**config.mk**
```make
export PLATFORM = sky130hd
export DESIGN_NAME = cartridge_bank_mapper_core_flat
export DESIGN_NICKNAME = d
export VERILOG_FILES = /design/src/hdl/cbm_pkg.sv /design/src/hdl/cbm_if.sv /design/src/hdl/cartridge_bank_mapper_core.sv /design/src/flat_wrapper.sv
export SDC_FILE = /design/constraint.sdc
export NUM_CORES = 1
export LEC_CHECK = 0
export ABC_AREA = 1
export BUFFER_PORTS_ARGS = -buffer_cell sky130_fd_sc_hd__buf_2
export CELL_PAD_IN_SITES_DETAIL_PLACEMENT = 1
export CELL_PAD_IN_SITES_GLOBAL_PLACEMENT = 2
export CORE_MARGIN = 1
export CORE_UTILIZATION = 31
export DETAILED_ROUTE_END_ITERATION = 10
export PLACE_DENSITY = 0.76
export SLEW_MARGIN = 5
export SYNTH_ARGS = -nofsm -noshare
export SYNTH_HDL_FRONTEND = slang
export SYNTH_SLANG_ARGS = --single-unit
```
**constraint.sdc**
```tcl
create_clock -name clk -period 1.9 [get_ports clk]
set_input_delay 0.095 -clock clk [delete_from_list [all_inputs] [get_ports clk]]
set_output_delay 0.095 -clock clk [all_outputs]
set_load 0.03 [all_outputs]
```
**src/hdl/cbm_pkg.sv**
```systemverilog
// Package for the cartridge bank mapper: command, mapper kind and register index codes,
// plus default widths for the bank registers.
// No dependencies.
package cbm_pkg;

	localparam int ROM_BANK_BITS_DEF = 9;
	localparam int RAM_BANK_BITS_DEF = 4;

	localparam int CFG_INDEX_W = 3;
	localparam int CFG_DATA_W  = 9;

	typedef enum logic [1:0] {
		CMD_ROM_WRITE = 2'd0,
		CMD_ROM_READ  = 2'd1,
		CMD_RAM_WRITE = 2'd2,
		CMD_RAM_READ  = 2'd3
	} cmd_t;

	typedef enum logic [2:0] {
		KIND_NONE = 3'd0,
		KIND_MBC1 = 3'd1,
		KIND_MBC2 = 3'd2,
		KIND_MBC3 = 3'd3,
		KIND_MBC5 = 3'd4
	} kind_t;

	typedef enum logic [CFG_INDEX_W-1:0] {
		CFG_MAPPER_KIND    = 3'd0,
		CFG_ROM_BANK_MASK  = 3'd1,
		CFG_RAM_BANK_MASK  = 3'd2,
		CFG_CLOCK_PRESENT  = 3'd3,
		CFG_RUMBLE_PRESENT = 3'd4
	} cfg_index_t;

	localparam logic [3:0] RAM_ENABLE_CODE = 4'hA;
	localparam logic [3:0] CLOCK_SEL_FIRST = 4'h8;
	localparam logic [3:0] CLOCK_SEL_LAST  = 4'hC;

endpackage

```
**src/hdl/cbm_if.sv**
```systemverilog
// Valid/ready channel interfaces for the cartridge bank mapper: bus accesses in, results out.
// Depends on nothing; payload widths are fixed by the bus and memory maps.
interface cbm_in_if;
	logic        valid;
	logic        ready;
	logic [1:0]  command;
	logic [15:0] bus_address;
	logic [7:0]  bus_data;

	modport source (output valid, command, bus_address, bus_data, input ready);
	modport sink (input valid, command, bus_address, bus_data, output ready);
endinterface

interface cbm_out_if;
	logic        valid;
	logic        ready;
	logic [22:0] rom_address;
	logic [16:0] ram_address;
	logic        rom_read;
	logic        ram_read;
	logic        ram_write;
	logic [7:0]  store_data;
	logic        clock_read;
	logic        clock_write;
	logic        clock_latch;
	logic [2:0]  clock_register;

	modport source (output valid, rom_address, ram_address, rom_read, ram_read, ram_write,
		store_data, clock_read, clock_write, clock_latch, clock_register, input ready);
	modport sink (input valid, rom_address, ram_address, rom_read, ram_read, ram_write,
		store_data, clock_read, clock_write, clock_latch, clock_register, output ready);
endinterface

```
**src/hdl/cartridge_bank_mapper_core.sv**
```systemverilog
// Top level of the cartridge bank mapper: input register, bank register update and address
// translation, result register. Depends on cbm_pkg and the channel interfaces in cbm_if.sv.
//
// The mapper takes one bus access beat per clock cycle and returns exactly one result beat
// for each, in order. A beat is held in the input register, where the mapper registers are
// updated and the physical address is formed, and is then delivered from the result
// register. A stall on the result side holds both registers and backs up into the input
// handshake. Configuration writes must only be issued while no accepted beat is still
// waiting for delivery.
module cartridge_bank_mapper_core #(
	parameter int ROM_BANK_BITS = cbm_pkg::ROM_BANK_BITS_DEF,
	parameter int RAM_BANK_BITS = cbm_pkg::RAM_BANK_BITS_DEF
) (
	input  logic                           clk,
	input  logic                           arst_n,
	input  logic                           cfg_write,
	input  logic [cbm_pkg::CFG_INDEX_W-1:0] cfg_index,
	input  logic [cbm_pkg::CFG_DATA_W-1:0]  cfg_data,
	cbm_in_if.sink                         in_ch,
	cbm_out_if.source                      out_ch
);

	logic [2:0] mapper_kind_q;
	logic [8:0] rom_bank_mask_q;
	logic [3:0] ram_bank_mask_q;
	logic       clock_present_q;
	logic       rumble_present_q;

	logic [ROM_BANK_BITS-1:0] rom_bank_q, rom_bank_d;
	logic [7:0]               rom_bank_low_q, rom_bank_low_d;
	logic [8:0]               rom_bank_high_q, rom_bank_high_d;
	logic                     banking_mode_q, banking_mode_d;
	logic [3:0]               ram_select_q, ram_select_d;
	logic [RAM_BANK_BITS-1:0] ram_mapped_bank_q, ram_mapped_bank_d;
	logic                     last_latch_zero_q, last_latch_zero_d;
	logic                     ram_enabled_q, ram_enabled_d;

	logic               valid_s1;
	cbm_pkg::cmd_t      cmd_s1;
	logic [15:0]        addr_s1;
	logic [7:0]         data_s1;

	logic               valid_s2;
	logic [22:0]        rom_address_s2;
	logic [16:0]        ram_address_s2;
	logic               rom_read_s2;
	logic               ram_read_s2;
	logic               ram_write_s2;
	logic [7:0]         store_data_s2;
	logic               clock_read_s2;
	logic               clock_write_s2;
	logic               clock_latch_s2;
	logic [2:0]         clock_register_s2;

	logic        advance;
	logic [3:0]  region;
	logic        enable_code;
	logic        clock_selected;
	logic        gated;
	logic [16:0] ram_addr;
	logic [3:0]  ram_bank_sel;

	logic [22:0] rom_address_d;
	logic [16:0] ram_address_d;
	logic        rom_read_d;
	logic        ram_read_d;
	logic        ram_write_d;
	logic [7:0]  store_data_d;
	logic        clock_read_d;
	logic        clock_write_d;
	logic        clock_latch_d;
	logic [2:0]  clock_register_d;

	function automatic logic [8:0] mbc1_bank(input logic mode, input logic [8:0] low,
		input logic [8:0] high, input logic [8:0] mask);
		logic [8:0] b;
		b = (mode ? low : (high | low)) & mask;
		if (b[4:0] == 5'd0) begin
			b = b + 9'd1;
		end
		return b;
	endfunction

	function automatic logic [8:0] nonzero_bank(input logic [7:0] d, input logic [8:0] mask);
		logic [8:0] b;
		b = {1'b0, d} & mask;
		if (b == 9'd0) begin
			b = 9'd1;
		end
		return b;
	endfunction

	always_ff @(posedge clk or negedge arst_n) begin
		if (!arst_n) begin
			mapper_kind_q    <= cbm_pkg::KIND_NONE;
			rom_bank_mask_q  <= 9'd1;
			ram_bank_mask_q  <= 4'd0;
			clock_present_q  <= 1'b0;
			rumble_present_q <= 1'b0;
		end else if (cfg_write) begin
			unique case (cfg_index)
				cbm_pkg::CFG_MAPPER_KIND:    mapper_kind_q    <= cfg_data[2:0];
				cbm_pkg::CFG_ROM_BANK_MASK:  rom_bank_mask_q  <= cfg_data[8:0];
				cbm_pkg::CFG_RAM_BANK_MASK:  ram_bank_mask_q  <= cfg_data[3:0];
				cbm_pkg::CFG_CLOCK_PRESENT:  clock_present_q  <= cfg_data[0];
				cbm_pkg::CFG_RUMBLE_PRESENT: rumble_present_q <= cfg_data[0];
				default: ;
			endcase
		end
	end

	assign advance      = valid_s1 && (!valid_s2 || out_ch.ready);
	assign in_ch.ready  = !valid_s1 || advance;

	always_ff @(posedge clk or negedge arst_n) begin
		if (!arst_n) begin
			valid_s1 <= 1'b0;
		end else if (in_ch.ready) begin
			valid_s1 <= in_ch.valid;
		end
	end

	always_ff @(posedge clk) begin
		if (in_ch.valid && in_ch.ready) begin
			cmd_s1  <= cbm_pkg::cmd_t'(in_ch.command);
			addr_s1 <= in_ch.bus_address;
			data_s1 <= in_ch.bus_data;
		end
	end

	assign region       = addr_s1[15:12];
	assign enable_code  = data_s1[3:0] == cbm_pkg::RAM_ENABLE_CODE;
	assign gated        = mapper_kind_q == cbm_pkg::KIND_MBC1 || mapper_kind_q == cbm_pkg::KIND_MBC2
		|| mapper_kind_q == cbm_pkg::KIND_MBC3 || mapper_kind_q == cbm_pkg::KIND_MBC5;
	assign clock_selected = mapper_kind_q == cbm_pkg::KIND_MBC3 && clock_present_q
		&& ram_select_q >= cbm_pkg::CLOCK_SEL_FIRST && ram_select_q <= cbm_pkg::CLOCK_SEL_LAST;
	assign ram_bank_sel = (rumble_present_q ? {1'b0, data_s1[2:0]} : data_s1[3:0])
		& ram_bank_mask_q;

	always_comb begin
		if (mapper_kind_q == cbm_pkg::KIND_MBC2) begin
			ram_addr = {8'd0, addr_s1[8:0]};
		end else begin
			ram_addr = (17'(ram_mapped_bank_q) << 13) | 17'(addr_s1[12:0]);
		end
	end

	// Bank register update for a ROM-area write.
	always_comb begin
		rom_bank_d        = rom_bank_q;
		rom_bank_low_d    = rom_bank_low_q;
		rom_bank_high_d   = rom_bank_high_q;
		banking_mode_d    = banking_mode_q;
		ram_select_d      = ram_select_q;
		ram_mapped_bank_d = ram_mapped_bank_q;
		last_latch_zero_d = last_latch_zero_q;
		ram_enabled_d     = ram_enabled_q;
		clock_latch_d     = 1'b0;
		if (cmd_s1 == cbm_pkg::CMD_ROM_WRITE) begin
			case (mapper_kind_q)
				cbm_pkg::KIND_MBC1: begin
					if (region <= 4'd1) begin
						ram_enabled_d = enable_code;
					end else if (region <= 4'd3) begin
						rom_bank_low_d = {3'd0, data_s1[4:0]};
						rom_bank_d = ROM_BANK_BITS'(mbc1_bank(banking_mode_q,
							{4'd0, data_s1[4:0]}, rom_bank_high_q, rom_bank_mask_q));
					end else if (region <= 4'd5) begin
						if (banking_mode_q) begin
							ram_select_d      = data_s1[3:0] & ram_bank_mask_q;
							ram_mapped_bank_d = RAM_BANK_BITS'(data_s1[3:0] & ram_bank_mask_q);
						end else begin
							rom_bank_high_d = 9'(data_s1[1:0]) << 5;
							rom_bank_d = ROM_BANK_BITS'(mbc1_bank(banking_mode_q,
								{1'b0, rom_bank_low_q}, 9'(data_s1[1:0]) << 5,
								rom_bank_mask_q));
						end
					end else if (region <= 4'd7) begin
						banking_mode_d = data_s1[0];
					end
				end
				cbm_pkg::KIND_MBC2: begin
					if (!addr_s1[15] && !addr_s1[14]) begin
						if (!addr_s1[8]) begin
							ram_enabled_d = enable_code;
						end else begin
							rom_bank_d = ROM_BANK_BITS'(nonzero_bank(data_s1, rom_bank_mask_q));
						end
					end
				end
				cbm_pkg::KIND_MBC3: begin
					if (region <= 4'd1) begin
						ram_enabled_d = enable_code;
					end else if (region <= 4'd3) begin
						rom_bank_d = ROM_BANK_BITS'(nonzero_bank(data_s1, rom_bank_mask_q));
					end else if (region <= 4'd5) begin
						if (clock_present_q && data_s1 >= 8'(cbm_pkg::CLOCK_SEL_FIRST)
							&& data_s1 <= 8'(cbm_pkg::CLOCK_SEL_LAST)) begin
							ram_select_d = data_s1[3:0];
						end else begin
							ram_select_d      = data_s1[3:0] & ram_bank_mask_q;
							ram_mapped_bank_d = RAM_BANK_BITS'(data_s1[3:0] & ram_bank_mask_q);
						end
					end else if (region <= 4'd7) begin
						if (clock_present_q) begin
							clock_latch_d     = last_latch_zero_q && data_s1 == 8'd1;
							last_latch_zero_d = data_s1 == 8'd0;
						end
					end
				end
				cbm_pkg::KIND_MBC5: begin
					if (region <= 4'd1) begin
						ram_enabled_d = enable_code;
					end else if (region == 4'd2) begin
						rom_bank_low_d = data_s1;
						rom_bank_d = ROM_BANK_BITS'(({1'b0, data_s1} | rom_bank_high_q)
							& rom_bank_mask_q);
					end else if (region == 4'd3) begin
						rom_bank_high_d = {data_s1[0], 8'd0};
						rom_bank_d = ROM_BANK_BITS'(({1'b0, rom_bank_low_q} | {data_s1[0], 8'd0})
							& rom_bank_mask_q);
					end else if (region <= 4'd5) begin
						ram_select_d      = ram_bank_sel;
						ram_mapped_bank_d = RAM_BANK_BITS'(ram_bank_sel);
					end
				end
				default: ;
			endcase
		end
	end

	// Result for the beat in the input register, formed from the registers before its update.
	always_comb begin
		rom_address_d    = 23'd0;
		ram_address_d    = 17'd0;
		rom_read_d       = 1'b0;
		ram_read_d       = 1'b0;
		ram_write_d      = 1'b0;
		store_data_d     = 8'd0;
		clock_read_d     = 1'b0;
		clock_write_d    = 1'b0;
		clock_register_d = 3'd0;
		unique case (cmd_s1)
			cbm_pkg::CMD_ROM_WRITE: ;
			cbm_pkg::CMD_ROM_READ: begin
				rom_read_d = 1'b1;
				if (!addr_s1[14]) begin
					rom_address_d = 23'(addr_s1[13:0]);
				end else begin
					rom_address_d = (23'(rom_bank_q) << 14) | 23'(addr_s1[13:0]);
				end
			end
			cbm_pkg::CMD_RAM_WRITE: begin
				if (!gated || ram_enabled_q) begin
					if (clock_selected) begin
						clock_write_d    = 1'b1;
						clock_register_d = ram_select_q[2:0];
						store_data_d     = data_s1;
					end else begin
						ram_write_d   = 1'b1;
						ram_address_d = ram_addr;
						store_data_d  = (mapper_kind_q == cbm_pkg::KIND_MBC2)
							? {4'd0, data_s1[3:0]} : data_s1;
					end
				end
			end
			cbm_pkg::CMD_RAM_READ: begin
				if (clock_selected) begin
					clock_read_d     = 1'b1;
					clock_register_d = ram_select_q[2:0];
				end else begin
					ram_read_d    = 1'b1;
					ram_address_d = ram_addr;
				end
			end
			default: ;
		endcase
	end

	always_ff @(posedge clk or negedge arst_n) begin
		if (!arst_n) begin
			rom_bank_q        <= ROM_BANK_BITS'(1);
			rom_bank_low_q    <= 8'd0;
			rom_bank_high_q   <= 9'd0;
			banking_mode_q    <= 1'b0;
			ram_select_q      <= 4'd0;
			ram_mapped_bank_q <= '0;
			last_latch_zero_q <= 1'b0;
			ram_enabled_q     <= 1'b0;
			valid_s2          <= 1'b0;
		end else begin
			if (advance) begin
				rom_bank_q        <= rom_bank_d;
				rom_bank_low_q    <= rom_bank_low_d;
				rom_bank_high_q   <= rom_bank_high_d;
				banking_mode_q    <= banking_mode_d;
				ram_select_q      <= ram_select_d;
				ram_mapped_bank_q <= ram_mapped_bank_d;
				last_latch_zero_q <= last_latch_zero_d;
				ram_enabled_q     <= ram_enabled_d;
			end
			if (advance) begin
				valid_s2 <= 1'b1;
			end else if (out_ch.ready) begin
				valid_s2 <= 1'b0;
			end
		end
	end

	always_ff @(posedge clk) begin
		if (advance) begin
			rom_address_s2    <= rom_address_d;
			ram_address_s2    <= ram_address_d;
			rom_read_s2       <= rom_read_d;
			ram_read_s2       <= ram_read_d;
			ram_write_s2      <= ram_write_d;
			store_data_s2     <= store_data_d;
			clock_read_s2     <= clock_read_d;
			clock_write_s2    <= clock_write_d;
			clock_latch_s2    <= clock_latch_d;
			clock_register_s2 <= clock_register_d;
		end
	end

	assign out_ch.valid          = valid_s2;
	assign out_ch.rom_address    = rom_address_s2;
	assign out_ch.ram_address    = ram_address_s2;
	assign out_ch.rom_read       = rom_read_s2;
	assign out_ch.ram_read       = ram_read_s2;
	assign out_ch.ram_write      = ram_write_s2;
	assign out_ch.store_data     = store_data_s2;
	assign out_ch.clock_read     = clock_read_s2;
	assign out_ch.clock_write    = clock_write_s2;
	assign out_ch.clock_latch    = clock_latch_s2;
	assign out_ch.clock_register = clock_register_s2;

`ifndef NO_ASSERTIONS
	a_one_strobe: assert property (@(posedge clk) disable iff (!arst_n)
		valid_s2 |-> $onehot0({rom_read_s2, ram_read_s2, ram_write_s2,
			clock_read_s2, clock_write_s2}))
		else $error("more than one access strobe in one result beat");

	a_latch_state: assert property (@(posedge clk) disable iff (!arst_n)
		valid_s2 && clock_latch_s2 |-> !last_latch_zero_q)
		else $error("latch pulse delivered while the latch byte still reads zero");

	a_clock_reg_range: assert property (@(posedge clk) disable iff (!arst_n)
		valid_s2 && (clock_read_s2 || clock_write_s2) |-> clock_register_s2 <= 3'd4)
		else $error("clock register select out of range");

	a_stage_hold: assert property (@(posedge clk) disable iff (!arst_n)
		valid_s1 && !advance |=> valid_s1 && $stable(addr_s1) && $stable(data_s1)
			&& $stable(cmd_s1))
		else $error("input register changed while the result side was stalled");
`endif

endmodule
```
**src/flat_wrapper.sv**
```systemverilog
// flat-port wrapper written by rule: the top's interface ports become plain ports
module cartridge_bank_mapper_core_flat 
#(
	parameter int ROM_BANK_BITS = cbm_pkg::ROM_BANK_BITS_DEF,
	parameter int RAM_BANK_BITS = cbm_pkg::RAM_BANK_BITS_DEF
)
  (clk, arst_n, cfg_write, cfg_index, cfg_data, in_ch_valid, in_ch_command, in_ch_bus_address, in_ch_bus_data, in_ch_ready, out_ch_valid, out_ch_rom_address, out_ch_ram_address, out_ch_rom_read, out_ch_ram_read, out_ch_ram_write, out_ch_store_data, out_ch_clock_read, out_ch_clock_write, out_ch_clock_latch, out_ch_clock_register, out_ch_ready);
  cbm_in_if in_ch_i ();
  cbm_out_if out_ch_i ();
  input  logic clk;
  input  logic arst_n;
  input  logic cfg_write;
  input  logic [cbm_pkg::CFG_INDEX_W-1:0] cfg_index;
  input  logic [cbm_pkg::CFG_DATA_W-1:0] cfg_data;
  input wire logic [$bits(in_ch_i.valid)-1:0] in_ch_valid;
  input wire logic [$bits(in_ch_i.command)-1:0] in_ch_command;
  input wire logic [$bits(in_ch_i.bus_address)-1:0] in_ch_bus_address;
  input wire logic [$bits(in_ch_i.bus_data)-1:0] in_ch_bus_data;
  output wire logic [$bits(in_ch_i.ready)-1:0] in_ch_ready;
  output wire logic [$bits(out_ch_i.valid)-1:0] out_ch_valid;
  output wire logic [$bits(out_ch_i.rom_address)-1:0] out_ch_rom_address;
  output wire logic [$bits(out_ch_i.ram_address)-1:0] out_ch_ram_address;
  output wire logic [$bits(out_ch_i.rom_read)-1:0] out_ch_rom_read;
  output wire logic [$bits(out_ch_i.ram_read)-1:0] out_ch_ram_read;
  output wire logic [$bits(out_ch_i.ram_write)-1:0] out_ch_ram_write;
  output wire logic [$bits(out_ch_i.store_data)-1:0] out_ch_store_data;
  output wire logic [$bits(out_ch_i.clock_read)-1:0] out_ch_clock_read;
  output wire logic [$bits(out_ch_i.clock_write)-1:0] out_ch_clock_write;
  output wire logic [$bits(out_ch_i.clock_latch)-1:0] out_ch_clock_latch;
  output wire logic [$bits(out_ch_i.clock_register)-1:0] out_ch_clock_register;
  input wire logic [$bits(out_ch_i.ready)-1:0] out_ch_ready;
  assign in_ch_i.valid = in_ch_valid;
  assign in_ch_i.command = in_ch_command;
  assign in_ch_i.bus_address = in_ch_bus_address;
  assign in_ch_i.bus_data = in_ch_bus_data;
  assign in_ch_ready = in_ch_i.ready;
  assign out_ch_valid = out_ch_i.valid;
  assign out_ch_rom_address = out_ch_i.rom_address;
  assign out_ch_ram_address = out_ch_i.ram_address;
  assign out_ch_rom_read = out_ch_i.rom_read;
  assign out_ch_ram_read = out_ch_i.ram_read;
  assign out_ch_ram_write = out_ch_i.ram_write;
  assign out_ch_store_data = out_ch_i.store_data;
  assign out_ch_clock_read = out_ch_i.clock_read;
  assign out_ch_clock_write = out_ch_i.clock_write;
  assign out_ch_clock_latch = out_ch_i.clock_latch;
  assign out_ch_clock_register = out_ch_i.clock_register;
  assign out_ch_i.ready = out_ch_ready;
  cartridge_bank_mapper_core #(.ROM_BANK_BITS(ROM_BANK_BITS), .RAM_BANK_BITS(RAM_BANK_BITS)) u_core (.clk(clk), .arst_n(arst_n), .cfg_write(cfg_write), .cfg_index(cfg_index), .cfg_data(cfg_data), .in_ch(in_ch_i), .out_ch(out_ch_i));
endmodule
```
# Word level (Yosys, flattened, before mapping)
# Index checks and enable logic that the tools add are counted.
[word_totals]
register_bits = 140
input_bits = 43
output_inout_bits = 59
wordCells = 214
[classes]
n_addsub = 2
n_lt_le_gt_ge = 8
n_eq_ne = 39
muxes = 68
n_bitwise = 20
reduce_logical = 48
[op_table]
columns = ["operator", "n"]
rows = [
  ["9-bit two-way mux", 23],
  ["4-bit two-way mux", 17],
  ["17-bit two-way mux", 3],
  ["8-bit two-way mux", 6],
  ["9-bit AND", 4],
  ["9-bit case mux with 4 select lines", 1],
  ["2-bit inequality test (second input constant)", 17],
  ["17-bit case mux with 2 select lines", 1],
  ["4-bit case mux with 3 select lines", 2],
  ["23-bit by 14-bit bitwise OR with 23-bit output", 1],
  ["9-bit by 1-bit adder with 9-bit output (second input constant)", 2],
  ["8-bit by 9-bit bitwise OR with 9-bit output", 2],
  ["9-bit case mux with 2 select lines", 1],
  ["17-bit by 13-bit bitwise OR with 17-bit output", 1],
  ["8-bit case mux with 2 select lines", 1],
  ["15-bit AND reduction", 1],
  ["14-bit two-way mux", 1],
  ["14-bit AND reduction", 1],
  ["2-bit AND reduction", 7],
  ["7-bit AND reduction", 2],
  ["3-bit by 2-bit == test with 1-bit output (second input constant)", 4],
  ["12-bit AND reduction", 1],
  ["5-bit zero test", 2],
  ["10-bit AND reduction", 1],
  ["other kinds (39)", 83],
]

# Depth between registers and ports, before layout
# Gate-level depths: netlist of run 1.
[logic_depth]
depth_word = 10
ltp_mapped = 11
ltp_nobuf = 11

# Worst setup path after synthesis of run 1
# OpenSTA, ideal clock, no wires.
[synth_timing]
path_type = "register -> register"
startpoint = "register u_core.valid_s2 (netlist: u_core.out_ch.valid)"
endpoint = "register u_core.clock_latch_s2 (netlist: u_core.out_ch.clock_latch), enable pin"
setup_ps = 411
arrival_ps = 1812
required_time_ps = 1489
path_slack_ps = -323
stages_incl_launch_ff = 4
n_path_buf = 0
period_less_slack_ps = 2223
path_cell_list = "dfrtp_1 nand2_1 nand2_1 inv_1"
[synth_between]
elab_chain_len = 3
[synth_lines]
columns = ["item", "line_no", "rtl"]
rows = [
  ["start: declaration", "cartridge_bank_mapper_core.sv:43", "logic valid_s2;"],
  ["start signal: assignment", "cartridge_bank_mapper_core.sv:290", "valid_s2 <= 1'b0;"],
  ["start signal: assignment", "cartridge_bank_mapper_core.sv:303", "valid_s2 <= 1'b1;"],
  ["start signal: assignment", "cartridge_bank_mapper_core.sv:305", "valid_s2 <= 1'b0;"],
  ["1-bit zero test", "cartridge_bank_mapper_core.sv:112", "assign advance = valid_s1 && (!valid_s2 || out_ch.ready);"],
  ["1-bit logical OR", "cartridge_bank_mapper_core.sv:112", ""],
  ["1-bit logical AND", "cartridge_bank_mapper_core.sv:112", ""],
  ["named net u_core.advance", "cartridge_bank_mapper_core.sv:55", "logic advance;"],
  ["end signal: assignment", "cartridge_bank_mapper_core.sv:320", "clock_latch_s2 <= clock_latch_d;"],
  ["end: declaration", "cartridge_bank_mapper_core.sv:52", "logic clock_latch_s2;"],
]
# The timed path passes the listed nets, and every way through them passes these cells.
# A chain may end at the register's enable or synchronous reset.

# Worst setup path in the final report of run 1
[layout_timing]
startpoint = "register u_core.mapper_kind_q[1]"
endpoint = "register u_core.ram_address_s2[15] (netlist: u_core.out_ch.ram_address[15]) (data pin)"
[layout_between]
elab_chain_len = 8
word_cells_on_any_way = 16
classes_between = "eq/ne: 4; mux: 4; reduce/logical: 8"
[layout_lines]
columns = ["item", "line_no", "rtl"]
rows = [
  ["start: declaration", "cartridge_bank_mapper_core.sv:23", "logic [2:0] mapper_kind_q;"],
  ["start signal: assignment", "cartridge_bank_mapper_core.sv:95", "mapper_kind_q <= cbm_pkg::KIND_NONE;"],
  ["start signal: assignment", "cartridge_bank_mapper_core.sv:102", "cbm_pkg::CFG_MAPPER_KIND: mapper_kind_q <= cfg_data[2:0];"],
  ["3-bit by 1-bit == test with 1-bit output / 3-bit by 2-bit == test with 1-bit output (equally long branches)", "cartridge_bank_mapper_core.sv:133, cartridge_bank_mapper_core.sv:141", ""],
  ["1-bit logical OR", "cartridge_bank_mapper_core.sv:133", "assign gated = mapper_kind_q == cbm_pkg::KIND_MBC1 || mapper_kind_q == cbm_pkg::KIND_MBC2"],
  ["1-bit logical OR (2 in series)", "cartridge_bank_mapper_core.sv:134", "|| mapper_kind_q == cbm_pkg::KIND_MBC3 || mapper_kind_q == cbm_pkg::KIND_MBC5;"],
  ["1-bit zero test", "cartridge_bank_mapper_core.sv:254", "if (!gated || ram_enabled_q) begin"],
  ["1-bit logical OR", "cartridge_bank_mapper_core.sv:254", ""],
  ["17-bit two-way mux", "cartridge_bank_mapper_core.sv:254", ""],
  ["17-bit case mux with 2 select lines *", "cartridge_bank_mapper_core.sv:243", "unique case (cmd_s1)"],
  ["named net u_core.ram_address_d[15]", "cartridge_bank_mapper_core.sv:64", "logic [16:0] ram_address_d;"],
  ["end signal: assignment", "cartridge_bank_mapper_core.sv:313", "ram_address_s2 <= ram_address_d;"],
  ["end: declaration", "cartridge_bank_mapper_core.sv:45", "logic [16:0] ram_address_s2;"],
]
# Mark *: on every way through the listed nets, which the timed path passes. The rest lies on a longest branch.

==> metrics.md, run 1 <==
| Metric | Value |
|---|---|
| Status | `finished, final reports clean` |
| CTS Buf Count | `17` |
| Post-DR wirelength/cell | `16.41 microns` |
| Ys flop type | `edfxtp_1` |
| Placer Congestion | `approximately 0.81` |
| Area of the core | `between 15,000 and 20,000 sq um` |
| Count of buffers from port buffering | `around 100` |
| Distinct cells, synth | `29` |
| Clock-pin slew on the worst setup and hold paths | `approximately 60 ps` |
| Clock power share | `approximately 37%` |
| Synth Cell Area | `~6100 sq um` |
| Clock skew | `12.43 ps` |
| Comb pwr share | `a little over a fifth` |
| Area leader, netlist | `edfxtp_1` |
| Post-synthesis average cell area | `roughly 9.5 sq um` |
| Sink Count | `134` |
| Largest net degree at the start of global routing | `52` |
| Worst-margin pin slew | `between 500 and 600 ps` |
| DRC violations left | `0` |
| Critical Path End Type | `flip-flop` |
| Die Y | `141.9 microns` |
| Die ar. | `roughly 20,000 sq um` |
| Area share of the largest cell type after synthesis | `41.10%` |
| Power, Total | `9.331 mW` |
| Number of global-route vias before repair | `~5,200` |
| Worst setup SP type | `flip-flop` |
| H-tree levels | `4` |
| Overflow after GRT | `0` |
| Routed Antenna Nets | `0` |
| Starting Density | `about a third` |
| Cell total after placement | `between 1,000 and 1,500` |
| Clock Latency Late Sink | `around 430 ps` |
| Share of cells above drive strength 1 | `roughly 25%` |
| Relative slew slack | `63.65%` |
| ANT cells | `0` |
| All-Layer GR Usage | `a little under a fifth` |
| Clk buf depth | `2` |
| Initial antenna violation count | `0` |
| Mapped Cells | `between 600 and 700` |
| Area grow syn2layout | `34.78%` |
| Final setup violation count | `0` |
| Hold Vio Cnt, Final | `0` |
| Pint | `6.358 mW` |
| Fmax | `about 570 MHz` |
| Most frequent cell after synthesis | `nand2_1` |
| FF+latch count, synth | `134` |
| Clk root buf | `clkbuf_16` |
| Final nets | `approximately 860` |
| Yosys warnings | `0` |
| Iteration-0 DRC count of the detailed router | `~270` |
| TritonCTS clock tree | `built` |
| Final worst slack | `between 100 and 150 ps` |
| Final Max Tran Viols | `0` |
| Ys async rst share | `38.06%` |
| Placed instance area | `7147 sq um` |
| Crit share post-route | `92.37%` |
| WP data arrival | `between 1500 and 2000 ps` |
| DR vias/cell | `roughly 4.6` |
| Hold crit path type | `input port to flip-flop` |
| Sw Share | `between 30% and 40%` |
| Lkg Pwr | `~3.8 nW` |
| Peak supply drop | `about 500 uV` |
| 1st-pass router iterations | `4` |
| Fin Setup TNS | `0 ps` |
| Via count | `4,994` |
| Die Wd | `around 140 microns` |
| Switch Pwr | `slightly below 3 mW` |
| Post-synthesis sequential area ratio | `between 60 and 70%` |
| DP Worst Slack | `14.58 ps` |
| Post-CTS Setup Bufs | `0` |
| Required time of the critical path | `2080 ps` |
| Number of synthesized flops with an enable pin | `83` |
| Global-route wire length before repair | `approximately 28 mm` |
| Critical path class | `flip-flop to flip-flop` |
| Mapped Nets | `680` |
| Synth top area cells | `edfxtp_1 (41%), dfrtp_1 (20%), nand2_1 (11%)` |
| Final wirelength | `between 15 and 20 mm` |
| Flop pwr share | `41.8%` |
| Crit Path Max Fanout | `20` |
| Final Cell Area | `8174 sq um` |
| DP HPWL | `13.00 mm` |
| Maxcap violations | `0` |
| Fin cells | `about 1,100` |
| Min Tclk post-route | `1755 ps` |
| RSZ-0062 raised after global routing | `false` |
| Rows | `50` |
| P per Cell Area | `around 1100 nW/um^2` |
| I/O pins | `approximately 100` |
| Commonest cells post-synth | `nand2_1 (175), nor2_1 (86), edfxtp_1 (83), inv_1 (79), dfrtp_1 (49)` |
-- per-layer routing --
| metal | GRT usage, % | share of wire (%) | routed length [microns] |
|---|---|---|---|
| met2 | 31.27 | 47 | 8486 |
| met1 | 24.93 | 48 | 8582 |
| met5 | 0 | 0 | 0 |
| met3 | 2.835 | 3.2 | 568 |
| met4 | 6.848 | 1.6 | 284 |
-- worst paths after layout --
| path | from | end | slack [ps] | depth (start not counted) |
|---|---|---|---|---|
| max in group asynchronous | arst_n | u_core.rom_bank_mask_q[0] | 1410 | 3 |
| hold / removal | cfg_index[2] | u_core.clock_present_q | 20 | 4 |
| setup / recovery | u_core.mapper_kind_q[1] | u_core.out_ch.ram_address[15] | 140 | 9 |
| min in group asynchronous | arst_n | u_core.rom_bank_q[7] | 200 | 3 |
| setup reg to reg | u_core.mapper_kind_q[1] | u_core.out_ch.ram_address[15] | 140 | 9 |
| hold reg to reg | u_core.rom_bank_q[0] | u_core.rom_bank_q[0] | 470 | 2 |
-- final cells by class --
cell class	count	area, sq um
Sequential cell	134	3772
Clock inverter	14	175.2
Multi-Input combinational cell	411	1934
Clock buffer	18	429.2
Tap cell	260	325.3
Timing Repair Buffer	173	1224
Inverter	82	314.1
Fill cell	2193	10780
-- cell usage in the layout (no fill, tap or decap), types with 2 or more instances in the layout --
| cell type | instances |
|---|---|
| bufinv_16 | 3 |
| nand2_2 | 7 |
| dfstp_2 | 2 |
| nor3_1 | 8 |
| inv_1 | 78 |
| nand3_1 | 45 |
| nor2_1 | 84 |
| nor2_2 | 3 |
| buf_2 | 101 |
| nand4_1 | 10 |
| inv_6 | 3 |
| inv_2 | 2 |
| nand2_1 | 174 |
| clkbuf_16 | 17 |
| clkinv_2 | 2 |
| dfrtp_1 | 48 |
| clkinv_4 | 3 |
| buf_12 | 6 |
| a21oi_1 | 10 |
| nor2_4 | 6 |
| dlygate4sd3_1 | 41 |
| edfxtp_1 | 83 |
| o21ai_0 | 32 |
| o21ai_2 | 9 |
| buf_4 | 25 |
| nand3_2 | 3 |
| o211ai_1 | 5 |
| clkinvlp_4 | 4 |
| nor3_2 | 10 |
-- metrics by stage --
| step | utilization [%] | hold WS, ps |
|---|---|---|
| 6_report | 43.12 | 20.93 |
| 5_1_grt | 43.12 | 50.25 |
| 4_1_cts | 43.07 | 12.01 |
| 3_5_place_dp | 37.70 | 109.5 |
| 3_3_place_gp | 37.70 | 111.3 |
| 2_1_floorplan | - | -200.6 |
-- timing repair --
action,CTS,global route
endpoints found under the setup margin,7,9
gates resized for setup,1,3
hold buffers,41,0
hold endpoints to repair,90,0
-- power by group through the flow --
stage	Clock [mW]	Combinational [mW]	Sequential [mW]
2_1_floorplan	0	0.936	4.22
3_3_place_gp	0	1.89	3.93
3_5_place_dp	0	1.95	3.96
4_1_cts	3.49	2.03	3.90
5_1_grt	3.60	2.22	3.96
6_report	3.42	2.01	3.90
-- kinds of logic after synthesis --
logic type             synth area share (%)
AOI/OAI and AO/OA                     5.488
DFF                                   62.18
and+or+nand+nor                       26.02
buffers and inverters                 6.128
muxes                                0.1857
-- sequential cells by signal, indices dropped and copies added, names as in the netlist, 2 cells and up --
register and cells:
u_core.out_ch.store_data 8, u_core.ram_mapped_bank_q 4, u_core.rom_bank_q 9, u_core.rom_bank_high_q 3, u_core.addr_s1 16, u_core.mapper_kind_q 3, u_core.out_ch.clock_register 3, u_core.data_s1 8
u_core.out_ch.rom_address 23, u_core.ram_bank_mask_q 4, u_core.rom_bank_mask_q 9, u_core.out_ch.ram_address 17, u_core.rom_bank_low_q 8, u_core.ram_select_q 4, u_core.cmd_s1 2
-- worst max-delay path, stage by stage, from the launching register on --
cell	delay, ps
dfrtp_1	450
inv_2	130
nand2_1	90
nor2_4	210
nor2_8	50
nand2_2	80
nand2_2	80
o21ai_2	160
buf_12	190
nor2_1	70
No activity file was read; power rests on OpenSTA's default activity.
==> run 2, diff against run 1 <==
--- a/config.mk
+++ b/config.mk
@@ -9,7 +9,7 @@
 export BUFFER_PORTS_ARGS = -buffer_cell sky130_fd_sc_hd__buf_2
 export CELL_PAD_IN_SITES_DETAIL_PLACEMENT = 1
 export CELL_PAD_IN_SITES_GLOBAL_PLACEMENT = 2
-export CORE_MARGIN = 1
+export CORE_MARGIN = 10
 export CORE_UTILIZATION = 31
 export DETAILED_ROUTE_END_ITERATION = 10
 export PLACE_DENSITY = 0.76
==> run 2 against run 1 <==
Effect of this change: clock power down 8.2%; flip-flop and latch count is the same; count of clock-buffer cells in the layout fell by 1; sequential power about the same; critical path type unchanged; highest routed layer unchanged.
==> metrics.md, run 2 (synthesis results as in run 1) <==
| Metric | Value |
|---|---|
| All-Layer GR Usage | `14.56% (-4.3 points)` |
| Peak supply drop | `640.8 uV (+26%)` |
| Crit Path Max Fanout | `5 (-75%)` |
| Final setup violation count | `0 (unchanged)` |
| Overflow after GRT | `0 (unchanged)` |
| Clock skew | `6.084 ps (-6.344 ps)` |
| Area grow syn2layout | `35.86%` |
| Iteration-0 DRC count of the detailed router | `192 (-28%)` |
| Fmax | `544.1 MHz (-4.5%)` |
| Crit Reg-Reg Startpoint | `u_core.mapper_kind_q[0]` |
| TritonCTS clock tree | `built` |
| Register-to-register setup slack | `60 ps (-80 ps)` |
| Routed Antenna Nets | `0 (unchanged)` |
| Clk buf depth | `2 (unchanged)` |
| Starting Density | `31.37% (-0.63 points)` |
| P per Cell Area | `1104 nW/um^2 (-3.3%)` |
| Most frequent cells in the layout | `nand2_1 (174), buf_2 (101), nor2_1 (83), edfxtp_1 (83), inv_1 (77)` |
| I/O pins | `102 (unchanged)` |
| Commonest non-fill, non-tap cell in the layout | `nand2_1` |
| Hold Crit Depth | `3 (-1)` |
| Placed instance area | `7096 sq um (-0.72%)` |
| R2R depth | `7 (-2)` |
| End of the worst register-to-register path | `u_core.out_ch.ram_address[2]` |
| Critical Path End Type | `flip-flop` |
| Hold slack final | `29.82 ps (+8.887 ps)` |
| Post-DR wirelength/cell | `16.64 microns (+1.4%)` |
| Critical path class | `flip-flop to flip-flop` |
| Clock Latency Late Sink | `430 ps (about the same)` |
| Share of cells above drive strength 1 | `26.58% (+1.3 points)` |
| Switch Pwr | `3.059 mW (+2.9%)` |
| Status | `finished, final reports clean` |
| Placer Congestion | `0.8625 (+6.9%)` |
| Clock-pin slew on the worst setup and hold paths | `60 ps (about the same)` |
| Area of the core | `19,330 sq um (+2.0%)` |
| Rows | `51 (+2.0%)` |
| Via count | `5,055 (+1.2%)` |
| Worst setup SP type | `flip-flop` |
| Worst-margin pin slew | `485.8 ps (-54.54 ps)` |
| Die Y | `159.9 microns (+13%)` |
| Flop pwr share | `42.9% (+1.1 points)` |
| DP HPWL | `13.41 mm (+3.1%)` |
| Number of global-route vias before repair | `5,288 (+0.80%)` |
| Die ar. | `25,560 sq um (+27%)` |
| DRC violations left | `0 (unchanged)` |
| Final Cell Area | `8239 sq um (+0.80%)` |
| Count of buffers from port buffering | `101 (unchanged)` |
| # fillers | `2,235 (+1.9%)` |
| Final wirelength | `18.37 mm (+2.5%)` |
| Util after Layout | `42.61% (-0.51 points)` |
| Comb pwr share | `22.6% (+1.1 points)` |
| Largest net degree at the start of global routing | `52 (unchanged)` |
| WP data arrival | `2020 ps (+80 ps)` |
| Min Tclk post-route | `1838 ps (+83.01 ps)` |
| Hold Crit Endpoint | `u_core.rom_bank_mask_q[0]` |
| Max FFs per register | `23 (unchanged)` |
| Sink Count | `134 (unchanged)` |
| Crit share post-route | `96.74% (+4.4 points)` |
| Fin Setup TNS | `0 ps (unchanged)` |
| Relative slew slack | `67.58% (+3.9 points)` |
| CTS Buf Count | `17 (unchanged)` |
| Hold Vio Cnt, Final | `0 (unchanged)` |
| Clk root buf | `clkbuf_16` |
| ANT cells | `0 (unchanged)` |
| Required time of the critical path | `2080 ps (about the same)` |
| Fin cells | `1,104 (+1.1%)` |
| Maxcap violations | `0 (unchanged)` |
| Die Wd | `159.9 microns (+13%)` |
| Hold crit path type | `input port to flip-flop` |
| Global-route wire length before repair | `29.61 mm (+4.2%)` |
| Worst Hold Launch | `cfg_data[0]` |
| 1st-pass router iterations | `4 (unchanged)` |
| Final nets | `869 (+0.81%)` |
| Pint | `6.040 mW (-5.0%)` |
| Final Max Tran Viols | `0 (unchanged)` |
| Sw Share | `33.62% (+1.8 points)` |
| Initial antenna violation count | `0 (unchanged)` |
| DR vias/cell | `4.579 (+0.12%)` |
| H-tree levels | `4 (unchanged)` |
| Clock power share | `34.5% (-2.2 points)` |
| Cell total after placement | `1,018 (-0.098%)` |
| Lkg Pwr | `3.800 nW (+0.69%)` |
==> run 2: worst max path at each step <==
stage | startpoint | to | slack (ps) | depth (start not counted)
3_5_place_dp | u_core.mapper_kind_q[0] | u_core.ram_mapped_bank_q[3] | 30 | 8
6_report | u_core.mapper_kind_q[0] | u_core.out_ch.ram_address[2] | 60 | 7
3_3_place_gp | u_core.mapper_kind_q[0] | u_core.ram_mapped_bank_q[3] | 120 | 8
4_1_cts | u_core.mapper_kind_q[0] | u_core.ram_mapped_bank_q[3] | 30 | 8
2_1_floorplan | u_core.out_ch.valid | u_core.out_ch.clock_latch | 20 | 3
5_1_grt | u_core.mapper_kind_q[1] | u_core.out_ch.clock_register[0] | -20 | 9
==> run 2: metal layers <==
metal  GRT usage, %  wire length [microns]
met2          22.90                   8670
met5              0                      0
met1          19.17                   8649
met3          3.548                    741
met4          5.134                    304
==> run 2: power groups by stage <==
stage          combinational [mW]  clock, mW  sequential (mW)
5_1_grt                      2.29       3.34             3.97
3_5_place_dp                 1.89          0             3.96
3_3_place_gp                 1.84          0             3.94
4_1_cts                      1.98       3.23             3.91
6_report                     2.06       3.14             3.91
2_1_floorplan               0.936          0             4.22
==> run 2: final cells by class <==
class | count | area, sq um | area share, %
timing repair buffer | 180 | 1287 | 15.63
clock buffer | 17 | 425.4 | 5.163
sequential | 134 | 3776 | 45.83
tap | 265 | 331.6 | 4.024
multi-input combinational | 411 | 1962 | 23.81
clock inverter | 15 | 135.1 | 1.640
inverter | 82 | 321.6 | 3.903
==> run 2: what timing repair did <==
action / in CTS / in global routing
resized for setup: 0 / 16
hold buffers: 42 / 0
endpoints found under the setup margin: 0 / 35
hold endpoints to repair: 90 / 0
buffers inserted: 0 / 10
==> run 2: worst max-delay path, stage by stage, from the launching register on <==
cell and delay, ps:
dfrtp_2 410, buf_4 140, nand3_1 250, nand2_4 200
nand2_4 70, o21ai_4 270, clkbuf_16 210, nor3_2 40
==> run 2: through the flow <==
| step | power (mW) | setup WS [ps] |
|---|---|---|
| 2_1_floorplan | 5.151 | 17.20 |
| 3_3_place_gp | 5.779 | 117.4 |
| 3_5_place_dp | 5.855 | 32.51 |
| 4_1_cts | 9.116 | 25.76 |
| 5_1_grt | 9.605 | -15.24 |
| 6_report | 9.098 | 61.97 |
==> run 3, diff against run 2 <==
==> constraint.sdc (replaced) <==
create_clock -name clk -period 1.5 [get_ports clk]
set_input_delay 0.075 -clock clk [delete_from_list [all_inputs] [get_ports clk]]
set_output_delay 0.075 -clock clk [all_outputs]
set_load 0.03 [all_outputs]
==> run 3 against run 2 <==
Effect of this change: the run now ends with negative setup slack left; sequential power is 26% higher; largest cell class unchanged; count of clock-buffer cells in the layout is 2 higher; power is 34% higher; flip-flop and latch count stayed put; register-to-register slack worse by 230 ps; critical path type unchanged; non-clock buffer count is 53 higher; wire length is 9.6% higher; worst setup slack worse by 230 ps; clock power is 26% higher; highest routed layer unchanged.
==> metrics.md, run 3 (synthesis results as in run 1) <==
| Metric | Value |
|---|---|
| R2R depth | `10 (+3)` |
| Crit share post-route | `111.2% (+14 points)` |
| Final setup violation count | `58 (+58)` |
| Clk root buf | `clkbuf_16` |
| Required time of the critical path | `1650 ps (-430 ps)` |
| WP data arrival | `1820 ps (-200 ps)` |
| DR vias/cell | `4.558 (-0.45%)` |
| P per Cell Area | `1336 nW/um^2 (+21%)` |
| Hold crit path type | `input port to flip-flop` |
| Fmax | `599.5 MHz (+10%)` |
| Clk buf depth | `2 (unchanged)` |
| Critical Path End Type | `flip-flop` |
| Fin cells | `1,159 (+5.0%)` |
| Status | `complete, but fails checks` |
| Share of cells above drive strength 1 | `40.16% (+14 points)` |
| Starting Density | `31.37% (unchanged)` |
| Iteration-0 DRC count of the detailed router | `253 (+32%)` |
| Routed Antenna Nets | `0 (unchanged)` |
| Largest net degree at the start of global routing | `52 (unchanged)` |
| CP bufs+invs | `3 (+1)` |
| Global-route wire length before repair | `30.65 mm (+3.5%)` |
| ANT cells | `0 (unchanged)` |
| Maxcap violations | `0 (unchanged)` |
| Die Y | `159.9 microns (unchanged)` |
| Min Tclk post-route | `1668 ps (-170.0 ps)` |
| Most frequent cells in the layout | `nand2_1 (146), buf_2 (101), edfxtp_1 (83)` |
| Lkg Pwr | `4.173 nW (+9.8%)` |
| Placer Congestion | `0.8371 (-2.9%)` |
| CP startpoint | `u_core.mapper_kind_q[0]` |
| Rows | `51 (unchanged)` |
| Crit path cell chain | `inv_2 > nand2_2 > nor2_4 > nor2_8 > nand2_4 > nand2_4 > buf_4 > nand3_4 > clkbuf_16 > nor2_1` |
| CTS Buf Count | `17 (unchanged)` |
| Clock Latency Late Sink | `420 ps (about the same)` |
| Crit Path Max Fanout | `6 (+1)` |
| Fin Setup TNS | `-6800 ps (-6800 ps)` |
| RSZ-0062 raised after global routing | `true` |
| Overflow after GRT | `0 (unchanged)` |
| Crit-path most repeated cell | `nand2_4` |
| Clock skew | `8.283 ps (+2.199 ps)` |
| Hold slack final | `10.49 ps (-19.33 ps)` |
| TritonCTS clock tree | `built` |
| Area grow syn2layout | `50.57%` |
| Die Wd | `159.9 microns (unchanged)` |
| Cell total after placement | `1,064 (+4.5%)` |
| 1st-pass router iterations | `6 (+2)` |
| Count of buffers from port buffering | `101 (unchanged)` |
| Commonest non-fill, non-tap cell in the layout | `nand2_1` |
| Clock-pin slew on the worst setup and hold paths | `60 ps (about the same)` |
| I/O pins | `102 (unchanged)` |
| All-Layer GR Usage | `15.05% (+0.49 points)` |
| # fillers | `2,206 (-1.3%)` |
| Initial antenna violation count | `0 (unchanged)` |
| Hold Vio Cnt, Final | `0 (unchanged)` |
| Worst setup path endpoint | `u_core.out_ch.store_data[0]` |
| Number of global-route vias before repair | `5,533 (+4.6%)` |
| Critical path class | `flip-flop to flip-flop` |
| Peak supply drop | `715.6 uV (+12%)` |
| DP HPWL | `14.21 mm (+6.0%)` |
| DRC violations left | `0 (unchanged)` |
| Post-DR wirelength/cell | `17.37 microns (+4.4%)` |
| Max FFs per register | `23 (unchanged)` |
| Final Max Tran Viols | `0 (unchanged)` |
| Worst-margin pin slew | `371.9 ps (-113.9 ps)` |
| Crit-path slowest cell | `dfrtp_2` |
| Final worst slack | `-168.0 ps (-230.0 ps)` |
| Top delay family on crit path | `simple AND/OR/NAND/NOR gates` |
| Largest stage delay, worst path | `460 ps (+50 ps)` |
| Worst setup SP type | `flip-flop` |
| Sink Count | `134 (unchanged)` |
| Violated checks | `negative setup slack` |
| Area of the core | `19,330 sq um (unchanged)` |
| Die ar. | `25,560 sq um (unchanged)` |
| Register-to-register setup slack | `-170 ps (-230 ps)` |
| End of the worst register-to-register path | `u_core.out_ch.store_data[0]` |
| Final wirelength | `20.13 mm (+9.6%)` |
| Via count | `5,283 (+4.5%)` |
| Relative slew slack | `75.18% (+7.6 points)` |
| H-tree levels | `4 (unchanged)` |
| WP depth | `10 (+3)` |
| Crit Reg-Reg Startpoint | `u_core.mapper_kind_q[0]` |
| Final nets | `924 (+6.3%)` |
## run 3: tightest hold or removal path: stages
cell	delay, ps
buf_2	80
inv_1	80
o21ai_0	160
## run 3: per-layer routing
metal | track usage (%) | share of wire (%) | up-vias
met4 | 4.132 | 1.0 | 0
met1 | 19.67 | 46 | 2575
met3 | 3.008 | 3.6 | 11
met5 | 0 | 0 | -
met2 | 24.84 | 49 | 117
li1 | - | - | 2580
## run 3: final cells by class
class | instances | area (sq um) | area share, %
tap | 265 | 331.6 | 3.631
multi-input combinational | 413 | 2340 | 25.62
timing repair buffer | 233 | 1800 | 19.72
clock buffer | 19 | 432.9 | 4.741
sequential | 134 | 3775 | 41.34
inverter | 82 | 329.1 | 3.604
clock inverter | 13 | 122.6 | 1.343
## run 3: stage by stage
stage	setup slack, ps	cell area [sq um]	power [mW]	utilization (%)
after floorplan	-327.6	6095	6.543	-
after global placement	-144.3	7500	7.574	38.79
after detailed placement	-197.7	7500	7.667	38.79
after CTS	-142.3	8771	12.04	45.36
after global routing	-233.9	9131	12.80	47.23
final	-168.0	9131	12.20	47.23
## run 3: worst min path at each step
| stage | slack, ps | endpoint | depth (start not counted) | startpoint |
|---|---|---|---|---|
| after floorplan | -220 | u_core.banking_mode_q | 0 | arst_n |
| after global placement | 100 | u_core.rom_bank_low_q[6] | 2 | arst_n |
| after detailed placement | 100 | u_core.rom_bank_q[7] | 2 | arst_n |
| after CTS | 7 | u_core.rom_bank_mask_q[1] | 3 | cfg_data[1] |
| after global routing | 30 | u_core.rom_bank_mask_q[1] | 3 | cfg_data[1] |
| final | 10 | u_core.rom_bank_mask_q[1] | 3 | cfg_data[1] |
## run 3: timing repair
| item | CTS | global route |
|---|---|---|
| gates cloned | 2 | 3 |
| pin swaps | 14 | 23 |
| endpoints found under the hold margin | 91 | 0 |
| endpoints found under the setup margin | 63 | 89 |
| hold buffers | 41 | 0 |
| gates resized for setup | 63 | 80 |
| setup buffers | 10 | 7 |
## run 3: report_power, final
part           internal (mW)  leakage (nW)  switching, mW  total, mW
registers               4.59          1.47          0.348       4.94
clock network           2.30         0.261           1.68       3.97
logic                   1.25          2.44           2.03       3.28
total                   8.14          4.17           4.06       12.2
